`src/rtl/ladrc_pkg.sv`:
```
// shared types, constants, saturating arithmetic and the micro-op program for the adrc speed controller
// no dependencies; used by ladrc_ctrl, ladrc_datapath and the top level
package ladrc_pkg;

    localparam int DW  = 32;
    localparam int FB  = 16;
    localparam int DVW = DW + FB;
    localparam int PCW = 5;
    localparam int CW  = $clog2(DVW);

    localparam logic signed [DW-1:0] VMAX  = {1'b0, {(DW-1){1'b1}}};
    localparam logic signed [DW-1:0] VMIN  = {1'b1, {(DW-1){1'b0}}};
    localparam logic signed [DW-1:0] TWO   = DW'(2 << FB);
    localparam logic signed [DW-1:0] BOUND = DW'(25 << FB);
    localparam logic signed [DW-1:0] KI    = DW'(((12 << FB) + 5) / 10);

    localparam logic [2:0] REG_PERIOD = 3'd0;
    localparam logic [2:0] REG_WC     = 3'd1;
    localparam logic [2:0] REG_WO     = 3'd2;
    localparam logic [2:0] REG_GAIN   = 3'd3;
    localparam logic [2:0] REG_LIMIT  = 3'd4;

    localparam logic [PCW-1:0] PC_ERR = 5'd15;
    localparam logic [PCW-1:0] PC_FIN = 5'd24;

    typedef enum logic [2:0] {
        OP_LOAD, OP_MUL, OP_POST, OP_ERR, OP_NUM, OP_DIV, OP_FIN
    } op_t;

    typedef enum logic [3:0] {
        M_TWO_WO, M_T1_E, M_GB_PD, M_TP_T2, M_WO_WO, M_TP_T1, M_WC_T2, M_KI_EI
    } msel_t;

    typedef enum logic [2:0] {
        P_T1, P_INNER_SUB, P_INNER_ADD, P_EO, P_ED, P_EI, P_U0
    } psel_t;

    typedef struct packed {
        logic  start;
        logic  exec;
        op_t   op;
        msel_t msel;
        psel_t psel;
    } cmd_t;

    typedef struct packed {
        logic obs_en;
        logic div_done;
        logic out_busy;
    } status_t;

    function automatic logic signed [DW-1:0] sat_mag(input logic neg,
                                                     input logic [DVW-1:0] m);
        logic [DVW-1:0] lim;
        logic signed [DW-1:0] r;
        lim = DVW'(VMAX) + DVW'(neg);
        if (m > lim) begin
            r = neg ? VMIN : VMAX;
        end
        else begin
            r = neg ? -m[DW-1:0] : m[DW-1:0];
        end
        return r;
    endfunction

    function automatic logic signed [DW-1:0] add_sat(input logic signed [DW-1:0] a,
                                                     input logic signed [DW-1:0] b);
        logic signed [DW:0] s;
        s = {a[DW-1], a} + {b[DW-1], b};
        if (s[DW] != s[DW-1]) begin
            return s[DW] ? VMIN : VMAX;
        end
        return s[DW-1:0];
    endfunction

    function automatic logic signed [DW-1:0] sub_sat(input logic signed [DW-1:0] a,
                                                     input logic signed [DW-1:0] b);
        logic signed [DW:0] s;
        s = {a[DW-1], a} - {b[DW-1], b};
        if (s[DW] != s[DW-1]) begin
            return s[DW] ? VMIN : VMAX;
        end
        return s[DW-1:0];
    endfunction

    function automatic cmd_t prog(input logic [PCW-1:0] pc);
        cmd_t c;
        c = '{start: 1'b0, exec: 1'b0, op: OP_FIN, msel: M_TWO_WO, psel: P_T1};
        case (pc)
            5'd0:  c.op = OP_LOAD;
            5'd1:  begin c.op = OP_MUL;  c.msel = M_TWO_WO; end
            5'd2:  begin c.op = OP_POST; c.psel = P_T1; end
            5'd3:  begin c.op = OP_MUL;  c.msel = M_T1_E; end
            5'd4:  begin c.op = OP_POST; c.psel = P_INNER_SUB; end
            5'd5:  begin c.op = OP_MUL;  c.msel = M_GB_PD; end
            5'd6:  begin c.op = OP_POST; c.psel = P_INNER_ADD; end
            5'd7:  begin c.op = OP_MUL;  c.msel = M_TP_T2; end
            5'd8:  begin c.op = OP_POST; c.psel = P_EO; end
            5'd9:  begin c.op = OP_MUL;  c.msel = M_WO_WO; end
            5'd10: begin c.op = OP_POST; c.psel = P_T1; end
            5'd11: begin c.op = OP_MUL;  c.msel = M_T1_E; end
            5'd12: begin c.op = OP_POST; c.psel = P_T1; end
            5'd13: begin c.op = OP_MUL;  c.msel = M_TP_T1; end
            5'd14: begin c.op = OP_POST; c.psel = P_ED; end
            5'd15: c.op = OP_ERR;
            5'd16: begin c.op = OP_MUL;  c.msel = M_TP_T2; end
            5'd17: begin c.op = OP_POST; c.psel = P_EI; end
            5'd18: begin c.op = OP_MUL;  c.msel = M_WC_T2; end
            5'd19: begin c.op = OP_POST; c.psel = P_T1; end
            5'd20: begin c.op = OP_MUL;  c.msel = M_KI_EI; end
            5'd21: begin c.op = OP_POST; c.psel = P_U0; end
            5'd22: c.op = OP_NUM;
            5'd23: c.op = OP_DIV;
            default: c.op = OP_FIN;
        endcase
        return c;
    endfunction

endpackage

```
`src/rtl/ladrc_ctrl.sv`:
```
// sequencer for the adrc speed controller: steps the micro-op program per sample
// depends on ladrc_pkg
module ladrc_ctrl
    import ladrc_pkg::*;
(
    input  logic    clk,
    input  logic    rst_n,
    input  logic    in_tvalid,
    output logic    in_tready,
    input  status_t sts,
    output cmd_t    cmd
);

    typedef enum logic [1:0] {
        S_IDLE = 2'b01,
        S_RUN  = 2'b10
    } state_t;

    state_t         state_reg, state_next;
    logic [PCW-1:0] pc_reg, pc_next;
    cmd_t           step;

    assign in_tready = (state_reg == S_IDLE);

    always_comb
    begin
        step       = prog(pc_reg);
        cmd        = step;
        cmd.start  = in_tvalid && in_tready;
        cmd.exec   = 1'b0;
        state_next = state_reg;
        pc_next    = pc_reg;
        case (state_reg)
            S_IDLE:
            begin
                if (in_tvalid)
                begin
                    state_next = S_RUN;
                    pc_next    = '0;
                end
            end
            S_RUN:
            begin
                cmd.exec = !(step.op == OP_FIN && sts.out_busy);
                if (cmd.exec)
                begin
                    case (step.op)
                        OP_LOAD: pc_next = sts.obs_en ? pc_reg + 1'b1 : PC_ERR;
                        OP_DIV:  pc_next = sts.div_done ? pc_reg + 1'b1 : pc_reg;
                        OP_FIN:  state_next = S_IDLE;
                        default: pc_next = pc_reg + 1'b1;
                    endcase
                end
            end
            default:
            begin
                state_next = S_IDLE;
            end
        endcase
    end

    always_ff @(posedge clk or negedge rst_n)
    begin
        if (!rst_n)
        begin
            state_reg <= S_IDLE;
            pc_reg    <= '0;
        end
        else
        begin
            state_reg <= state_next;
            pc_reg    <= pc_next;
        end
    end

    a_pc_range: assert property (@(posedge clk) disable iff (!rst_n)
        state_reg == S_RUN |-> pc_reg <= PC_FIN)
        else $error("program counter out of range");

    a_fin_back: assert property (@(posedge clk) disable iff (!rst_n)
        cmd.exec && step.op == OP_FIN |=> state_reg == S_IDLE && in_tready)
        else $error("sequencer did not return to idle after a sample");

endmodule

```
`src/rtl/ladrc_datapath.sv`:
```
// datapath of the adrc speed controller: config registers, state, shared multiplier,
// serial divider and output register; depends on ladrc_pkg
module ladrc_datapath
    import ladrc_pkg::*;
(
    input  logic          clk,
    input  logic          rst_n,
    input  logic [63:0]   in_tdata,
    output logic          out_tvalid,
    input  logic          out_tready,
    output logic [95:0]   out_tdata,
    input  logic          cfg_valid,
    output logic          cfg_ready,
    input  logic [2:0]    cfg_index,
    input  logic [31:0]   cfg_data,
    input  cmd_t          cmd,
    output status_t       sts
);

    logic [16:0] tp_reg;
    logic [30:0] wc_reg, wo_reg, lim_reg;
    logic signed [DW-1:0] gb_reg;

    logic signed [DW-1:0] meas_reg, tgt_reg, e_reg, t1_reg, t2_reg;
    logic signed [DW-1:0] eo_reg, ed_reg, ei_reg, pd_reg;
    logic [2*DW-1:0]      p_reg;
    logic                 pneg_reg;
    logic [DVW-1:0]       dvd_reg;
    logic [DW-1:0]        rem_reg, dv_reg;
    logic                 qneg_reg;
    logic [CW-1:0]        cnt_reg;
    logic                 out_valid_reg;
    logic signed [DW-1:0] o_drv_reg, o_eo_reg, o_ed_reg;

    logic signed [DW-1:0] ma, mb, mq, tp_s, wc_s, wo_s, lim_s, ei_sum, num, qs, drv_raw, drv;
    logic [DW-1:0]        ua, ub;
    logic [DW:0]          r33;
    logic                 ge;

    assign cfg_ready = 1'b1;
    assign tp_s  = DW'(tp_reg);
    assign wc_s  = DW'(wc_reg);
    assign wo_s  = DW'(wo_reg);
    assign lim_s = DW'(lim_reg);

    assign sts.obs_en   = (tp_reg != '0) && (wo_reg != '0);
    assign sts.div_done = (cnt_reg == '0);
    assign sts.out_busy = out_valid_reg && !out_tready;

    always_comb
    begin
        case (cmd.msel)
            M_TWO_WO: begin ma = TWO;    mb = wo_s;   end
            M_T1_E:   begin ma = t1_reg; mb = e_reg;  end
            M_GB_PD:  begin ma = gb_reg; mb = pd_reg; end
            M_TP_T2:  begin ma = tp_s;   mb = t2_reg; end
            M_WO_WO:  begin ma = wo_s;   mb = wo_s;   end
            M_TP_T1:  begin ma = tp_s;   mb = t1_reg; end
            M_WC_T2:  begin ma = wc_s;   mb = t2_reg; end
            M_KI_EI:  begin ma = KI;     mb = ei_reg; end
            default:  begin ma = '0;     mb = '0;     end
        endcase
        ua = ma[DW-1] ? DW'(-ma) : DW'(ma);
        ub = mb[DW-1] ? DW'(-mb) : DW'(mb);
        mq = sat_mag(pneg_reg, p_reg[2*DW-1:FB]);

        ei_sum = add_sat(ei_reg, mq);
        if (ei_sum > BOUND)
        begin
            ei_sum = BOUND;
        end
        else if (ei_sum < -BOUND)
        begin
            ei_sum = -BOUND;
        end

        num = sub_sat(t1_reg, ed_reg);

        r33 = {rem_reg, dvd_reg[DVW-1]};
        ge  = (r33 >= {1'b0, dv_reg});

        qs      = sat_mag(qneg_reg, dvd_reg);
        drv_raw = (gb_reg == '0) ? '0 : qs;
        if (drv_raw > lim_s)
        begin
            drv = lim_s;
        end
        else if (drv_raw < -lim_s)
        begin
            drv = -lim_s;
        end
        else
        begin
            drv = drv_raw;
        end
    end

    always_ff @(posedge clk or negedge rst_n)
    begin
        if (!rst_n)
        begin
            tp_reg  <= 17'd655;
            wc_reg  <= '0;
            wo_reg  <= '0;
            gb_reg  <= '0;
            lim_reg <= '0;
        end
        else if (cfg_valid)
        begin
            case (cfg_index)
                REG_PERIOD: tp_reg  <= cfg_data[16:0];
                REG_WC:     wc_reg  <= cfg_data[30:0];
                REG_WO:     wo_reg  <= cfg_data[30:0];
                REG_GAIN:   gb_reg  <= cfg_data;
                REG_LIMIT:  lim_reg <= cfg_data[30:0];
                default:    ;
            endcase
        end
    end

    always_ff @(posedge clk or negedge rst_n)
    begin
        if (!rst_n)
        begin
            eo_reg        <= '0;
            ed_reg        <= '0;
            ei_reg        <= '0;
            pd_reg        <= '0;
            e_reg         <= '0;
            t1_reg        <= '0;
            t2_reg        <= '0;
            p_reg         <= '0;
            pneg_reg      <= 1'b0;
            dvd_reg       <= '0;
            rem_reg       <= '0;
            dv_reg        <= '0;
            qneg_reg      <= 1'b0;
            o_drv_reg     <= '0;
            o_eo_reg      <= '0;
            o_ed_reg      <= '0;
            cnt_reg       <= '0;
            out_valid_reg <= 1'b0;
        end
        else
        begin
            if (out_valid_reg && out_tready && !(cmd.exec && cmd.op == OP_FIN))
            begin
                out_valid_reg <= 1'b0;
            end
            if (cmd.exec)
            begin
                case (cmd.op)
                    OP_LOAD: e_reg  <= sub_sat(eo_reg, meas_reg);
                    OP_ERR:  t2_reg <= sub_sat(tgt_reg, eo_reg);
                    OP_MUL:
                    begin
                        p_reg    <= ua * ub;
                        pneg_reg <= ma[DW-1] ^ mb[DW-1];
                    end
                    OP_POST:
                    begin
                        case (cmd.psel)
                            P_T1:        t1_reg <= mq;
                            P_INNER_SUB: t2_reg <= sub_sat(ed_reg, mq);
                            P_INNER_ADD: t2_reg <= add_sat(t2_reg, mq);
                            P_EO:        eo_reg <= add_sat(eo_reg, mq);
                            P_ED:        ed_reg <= sub_sat(ed_reg, mq);
                            P_EI:        ei_reg <= ei_sum;
                            P_U0:        t1_reg <= add_sat(t1_reg, mq);
                            default:     ;
                        endcase
                    end
                    OP_NUM:
                    begin
                        dvd_reg  <= {(num[DW-1] ? DW'(-num) : DW'(num)), {FB{1'b0}}};
                        dv_reg   <= gb_reg[DW-1] ? DW'(-gb_reg) : DW'(gb_reg);
                        qneg_reg <= num[DW-1] ^ gb_reg[DW-1];
                        rem_reg  <= '0;
                        cnt_reg  <= CW'(DVW - 1);
                    end
                    OP_DIV:
                    begin
                        rem_reg <= ge ? DW'(r33 - {1'b0, dv_reg}) : r33[DW-1:0];
                        dvd_reg <= {dvd_reg[DVW-2:0], ge};
                        if (cnt_reg != '0)
                        begin
                            cnt_reg <= cnt_reg - 1'b1;
                        end
                    end
                    OP_FIN:
                    begin
                        pd_reg        <= drv;
                        o_drv_reg     <= drv;
                        o_eo_reg      <= eo_reg;
                        o_ed_reg      <= ed_reg;
                        out_valid_reg <= 1'b1;
                    end
                    default: ;
                endcase
            end
        end
    end

    always_ff @(posedge clk)
    begin
        if (cmd.start)
        begin
            meas_reg <= in_tdata[31:0];
            tgt_reg  <= in_tdata[63:32];
        end
    end

    assign out_tvalid = out_valid_reg;
    assign out_tdata  = {o_ed_reg, o_eo_reg, o_drv_reg};

    a_out_from_fin: assert property (@(posedge clk) disable iff (!rst_n)
        $rose(out_valid_reg) |-> $past(cmd.exec && cmd.op == OP_FIN))
        else $error("result appeared without a finish step");

    a_integral_bound: assert property (@(posedge clk) disable iff (!rst_n)
        ei_reg <= BOUND && ei_reg >= -BOUND)
        else $error("integral outside its clamp");

    a_drive_limit: assert property (@(posedge clk) disable iff (!rst_n)
        out_valid_reg |-> o_drv_reg <= lim_s && o_drv_reg >= -lim_s && pd_reg == o_drv_reg)
        else $error("drive outside limit or not stored");

endmodule

```
`src/rtl/linear_adrc_speed_controller_core.sv`:
```
// top level of the linear adrc speed controller: sequencer plus datapath
// depends on ladrc_pkg, ladrc_ctrl and ladrc_datapath
//
// One control sample per input word; samples are processed one at a time. With the observer
// disabled (zero period or zero observer bandwidth) its update steps are skipped. Each
// multiply goes through one shared 32x32 multiplier as a multiply step followed by a post
// step, and the final division by the plant gain runs a restoring divider at one quotient
// bit per cycle. The next sample is taken in the cycle after the previous one has been
// moved into the output register, even if that result has not yet been read; a finish step
// waits while an earlier result is still unread. Configuration writes are always accepted
// and should be done while no sample is in flight.
module linear_adrc_speed_controller_core
    import ladrc_pkg::*;
(
    input  logic        clk,
    input  logic        rst_n,
    input  logic        in_tvalid,
    output logic        in_tready,
    input  logic [63:0] in_tdata,   // measured_speed, target_speed
    output logic        out_tvalid,
    input  logic        out_tready,
    output logic [95:0] out_tdata,  // drive, output_estimate, disturbance_estimate
    input  logic        cfg_valid,
    output logic        cfg_ready,
    input  logic [2:0]  cfg_index,
    input  logic [31:0] cfg_data
);

    cmd_t    cmd;
    status_t sts;

    ladrc_ctrl u_ctrl (
        .clk       (clk),
        .rst_n     (rst_n),
        .in_tvalid (in_tvalid),
        .in_tready (in_tready),
        .sts       (sts),
        .cmd       (cmd)
    );

    ladrc_datapath u_datapath (
        .clk        (clk),
        .rst_n      (rst_n),
        .in_tdata   (in_tdata),
        .out_tvalid (out_tvalid),
        .out_tready (out_tready),
        .out_tdata  (out_tdata),
        .cfg_valid  (cfg_valid),
        .cfg_ready  (cfg_ready),
        .cfg_index  (cfg_index),
        .cfg_data   (cfg_data),
        .cmd        (cmd),
        .sts        (sts)
    );

endmodule

```
`config.mk`:
```
export PLATFORM = sky130hd
export DESIGN_NAME = linear_adrc_speed_controller_core
export DESIGN_NICKNAME = d
export VERILOG_FILES = /design/src/rtl/ladrc_pkg.sv /design/src/rtl/ladrc_ctrl.sv /design/src/rtl/ladrc_datapath.sv /design/src/rtl/linear_adrc_speed_controller_core.sv
export SDC_FILE = /design/constraint.sdc
export NUM_CORES = 2
export LEC_CHECK = 0
export BUFFER_PORTS_ARGS = -buffer_cell sky130_fd_sc_hd__buf_2
export CORE_UTILIZATION = 55
export DETAILED_ROUTE_END_ITERATION = 8
export GPL_TIMING_DRIVEN = 0
export PLACE_DENSITY = 0.71
export SLEW_MARGIN = 5
export SYNTH_ARGS = -nofsm -noshare
export SYNTH_HDL_FRONTEND = slang
export SYNTH_SLANG_ARGS = --single-unit
```
`constraint.sdc`:
```
create_clock -name clk -period 12.6 [get_ports clk]
set_clock_uncertainty 0.2 [all_clocks]
set_input_delay 1.26 -clock clk [delete_from_list [all_inputs] [get_ports clk]]
set_output_delay 1.26 -clock clk [all_outputs]
set_load 0.02 [all_outputs]
```
==> flow_summary.toml <==
[outcome]
run_status = "complete, but fails checks"
violations = "capacitance limit"

[placement]
place_ws_ns = -2.26
placement.io_buffers = 201
dp.cells = 12307
placer_congestion = 1.05
dp_hpwl_um = 296000
placed_cell_areas_mm2 = 0.0899

[timing]
timing.max_slew.rel_slack_pct = 1.48
hold_viol_final = 0
report.final.slew_viol_count = 0
final.setup.worst_slack_ns = 0.124
rsz0062_at_grt = "yes"
final.min_clock_period_ns = 12.48
final.period_utilization_pct = 99.0
maxClockFrequency_ghz = 0.0802
setup_viol = 0
worst_pin_slew_ns = 1.47

[routing]
total_wire_length_um = 365000
dr.first_iter.drc_count = 9325
drt.antenna.violating_nets = 0
drt_drc_violations_left = 0
vias_per_cell = 6.43
detailroute.via_count = 80780
route.detailed.wl_per_inst_um = 29.0
drt_pass1_iterations = 8

[final_layout]
multi_input_comb_area_mm2 = 0.0640
final_nets = 12147
regArea_mm2 = 0.0171
finish.cell_count_without_fillers = 12570
layout.filler_cells = 13276
drive_above_1_share_pct = 10.7
post-route-cell-area_mm2 = 0.0961
area_delta_synth_final_pct = 12.8

[synthesis]
mapped_cell_area_mm2 = 0.0852
syn-num-nets = 11714
asyncSetResetFlopFracSynth_pct = 90.4
synth_area_leader_cell = "sky130_fd_sc_hd__fa_1"
synth-edff-count = 64
synth-seq-area-share_pct = 20.1
synth-warning-count = 0
post_synth_num_cell_types = 114
flop_and_latch_count_out_of_synthesis = 670
ys_dominant_reg_cell = "sky130_fd_sc_hd__dfrtp_1"
post_synth_inst_count = 10013
synth_top_cells_by_area = "sky130_fd_sc_hd__fa_1 (21%), sky130_fd_sc_hd__dfrtp_1 (18%), sky130_fd_sc_hd__ha_1 (10%), sky130_fd_sc_hd__inv_1 (5.4%), sky130_fd_sc_hd__nand2_1 (5.3%)"
netlist.area_leader.share_pct = 21.2
postSynthAreaPerCell_um2 = 8.51

[setup_path]
timing.critical_path.required_ns = 13.06
r2r_slack_ns = 0.12
regToRegEndpoint = "u_datapath.p_reg[52]"
critical-path-max-stage-delay_ns = 0.58
reg2regPathDepth = 42
crit_type = "flip-flop to flip-flop"
cp_data_arrival_time_ns = 12.94
r2r-start = "u_ctrl.pc_reg[1]"
timing.critical_path.mode_cell = "sky130_fd_sc_hd__fa_1"
worst_setup_path_start_kind = "flip-flop"
slowest_stage_cell_cp = "sky130_fd_sc_hd__or4_1"
setup.worst_path.end_class = "flip-flop"
critical_path_peak_fanout = 10

[die]
die_w_um = 396
io-pin-count = 203
initial_utilization_pct = 55.4
die_area_mm2 = 0.157
die_height_um = 396
rows = 144
core_mm2 = 0.154

[clocking]
cts_made_buffers = 81
clock_latency_ns = 0.75
cts-hold-fix-buffers = 0
htree_num_levels = 3
clock_tree.buffer_depth = 3
cts_tree = "yes"
path_clk_slew_ns = 0.06
clk_sinks = 670
cts.root.buffer_cell = "sky130_fd_sc_hd__clkbuf_16"

[worst_hold_path]
timing.hold.worst.start = "u_datapath.o_ed_reg[30]"
hold-path-cell-count = 2
min_to = "u_datapath.o_ed_reg[30]"
holdCritPathClass = "flip-flop to flip-flop"

[job]
timing.max_cap.violations = 2

[global_route]
grt_pass1_wl_um = 526000
global_route.usage.total_pct = 45.9
antenna_violations_before_repair = 29
pin_count_of_the_biggest_net_entering_global_routing = 116
number_of_global_route_vias_before_repair = 78230
grt_overflow_total = 0

[pwr]
power_leakage_nw = 46.0
power.density_cell_area_mw_per_mm2 = 172
worst_vdd_ir_v = 0.000228
[cells in the mapped netlist, types with 57 or more instances]
cell	n
sky130_fd_sc_hd__inv_1	1218
sky130_fd_sc_hd__nand2_1	1202
sky130_fd_sc_hd__nor2_1	938
sky130_fd_sc_hd__fa_1	904
sky130_fd_sc_hd__o21ai_0	701
sky130_fd_sc_hd__ha_1	693
sky130_fd_sc_hd__dfrtp_1	599
sky130_fd_sc_hd__a21oi_1	542
sky130_fd_sc_hd__clkbuf_1	399
sky130_fd_sc_hd__xnor2_1	280
sky130_fd_sc_hd__a21o_1	231
sky130_fd_sc_hd__xor2_1	185
sky130_fd_sc_hd__nand3_1	147
sky130_fd_sc_hd__mux2_2	120
sky130_fd_sc_hd__nor3_1	114
sky130_fd_sc_hd__nand2b_1	101
sky130_fd_sc_hd__nor2b_1	86
sky130_fd_sc_hd__nand4_1	82
sky130_fd_sc_hd__o21a_1	72
sky130_fd_sc_hd__a22oi_1	70
sky130_fd_sc_hd__a31oi_1	66
sky130_fd_sc_hd__edfxtp_1	64
sky130_fd_sc_hd__and3_1	58
sky130_fd_sc_hd__a211oi_1	57
sky130_fd_sc_hd__o31ai_1	57
sky130_fd_sc_hd__or3_1	57
[kinds of logic after synthesis]
family / count (synthesis) / share of synthesized area (%)
simple gates: 2999 / 15.6
buf+inv: 1675 / 7.50
xor+xnor: 468 / 4.84
flops: 670 / 20.1
compound gates: 2390 / 17.9
fa+ha+maj: 1640 / 31.9
other cells: 1 / 0.00440
mux: 170 / 2.20
[routing by layer]
layer / track usage, % / up-vias / share of wire, %
met5: 0 / - / 0.038
met4: 27.7 / 22 / 7.6
met3: 14.1 / 1212 / 13
met2: 66.1 / 5046 / 41
met1: 60.6 / 39803 / 38
li1: - / 34697 / -
[how the worst max path moves through the flow]
stage / cells after the start / start / endpoint
final: 42 / u_ctrl.pc_reg[1] / u_datapath.p_reg[52]
after global placement: 1 / rst_n / u_datapath.cnt_reg[2]
after global routing: 44 / u_ctrl.pc_reg[1] / u_datapath.p_reg[52]
after floorplan: 44 / u_ctrl.pc_reg[0] / u_datapath.p_reg[61]
after detailed placement: 42 / u_ctrl.pc_reg[0] / u_datapath.p_reg[61]
after CTS: 43 / u_ctrl.pc_reg[0] / u_datapath.p_reg[61]
[worst max-delay path, delay by kind of cell (launching register included)]
kind | cells | cell delay (ns)
compound gates | 5 | 1.56
buf+inv | 13 | 2.42
fa+ha+maj | 10 | 4.69
xor+xnor | 1 | 0.33
simple gates | 13 | 2.82
flops | 1 | 0.40
[placed cells by master (no fill, tap or decap), drive strengths merged, types with 57 or more instances in the layout]
cell,synthesis,final
o31ai,59,59
xnor2,283,283
nor2,938,938
o21a,73,73
a31oi,67,67
inv,1219,1224
edfxtp,64,64
fa,904,904
nand4,82,82
nand2b,102,102
nor4,58,58
xor2,185,185
a21o,231,231
o21ai,761,761
mux2,120,120
clkbuf,399,475
a211oi,59,59
dfrtp,599,599
nand3,148,148
a22oi,70,70
nand2,1202,1202
a21oi,546,546
nor3,119,119
ha,693,693
or3,57,57
and3,58,58
buf,55,432
nor2b,86,86
[area by class of cell]
cell class	instances	share of cell area, %
multi-input cells	7668	66.6
inverters	1221	4.77
repair buffers	362	2.79
clock inverters	47	0.781
plain buffers	442	2.25
flip-flops and latches	670	17.8
diodes	13	0.0338
well taps	2044	2.66
clock buffers	103	2.32
[power by group]
part	total [mW]	internal [mW]	switching, mW
clock network	2.65	1.55	1.10
logic	10.6	3.73	6.83
registers	3.34	2.52	0.817
total	16.5	7.80	8.75
[repair_timing]
action | CTS | global route
gates resized for setup | 317 | 245
endpoints found under the hold margin | 0 | 0
setup buffers | 49 | 63
endpoints found under the setup margin | 48 | 42
pin swaps | 30 | 31
[metrics by stage]
stage | utilization (%) | setup TNS [ns] | hold slack, ns | power, mW
floorplan | - | 0 | 0.239 | 9.38
global placement | 57.7 | -1810.41 | 0.259 | 12.7
detailed placement | 58.4 | -61.47 | 0.267 | 13.2
CTS | 61.6 | 0 | 0.281 | 16.0
global route | 62.5 | -0.630 | 0.296 | 17.3
finish | 62.5 | 0 | 0.275 | 16.5
Power figures use the tool's default switching activity.
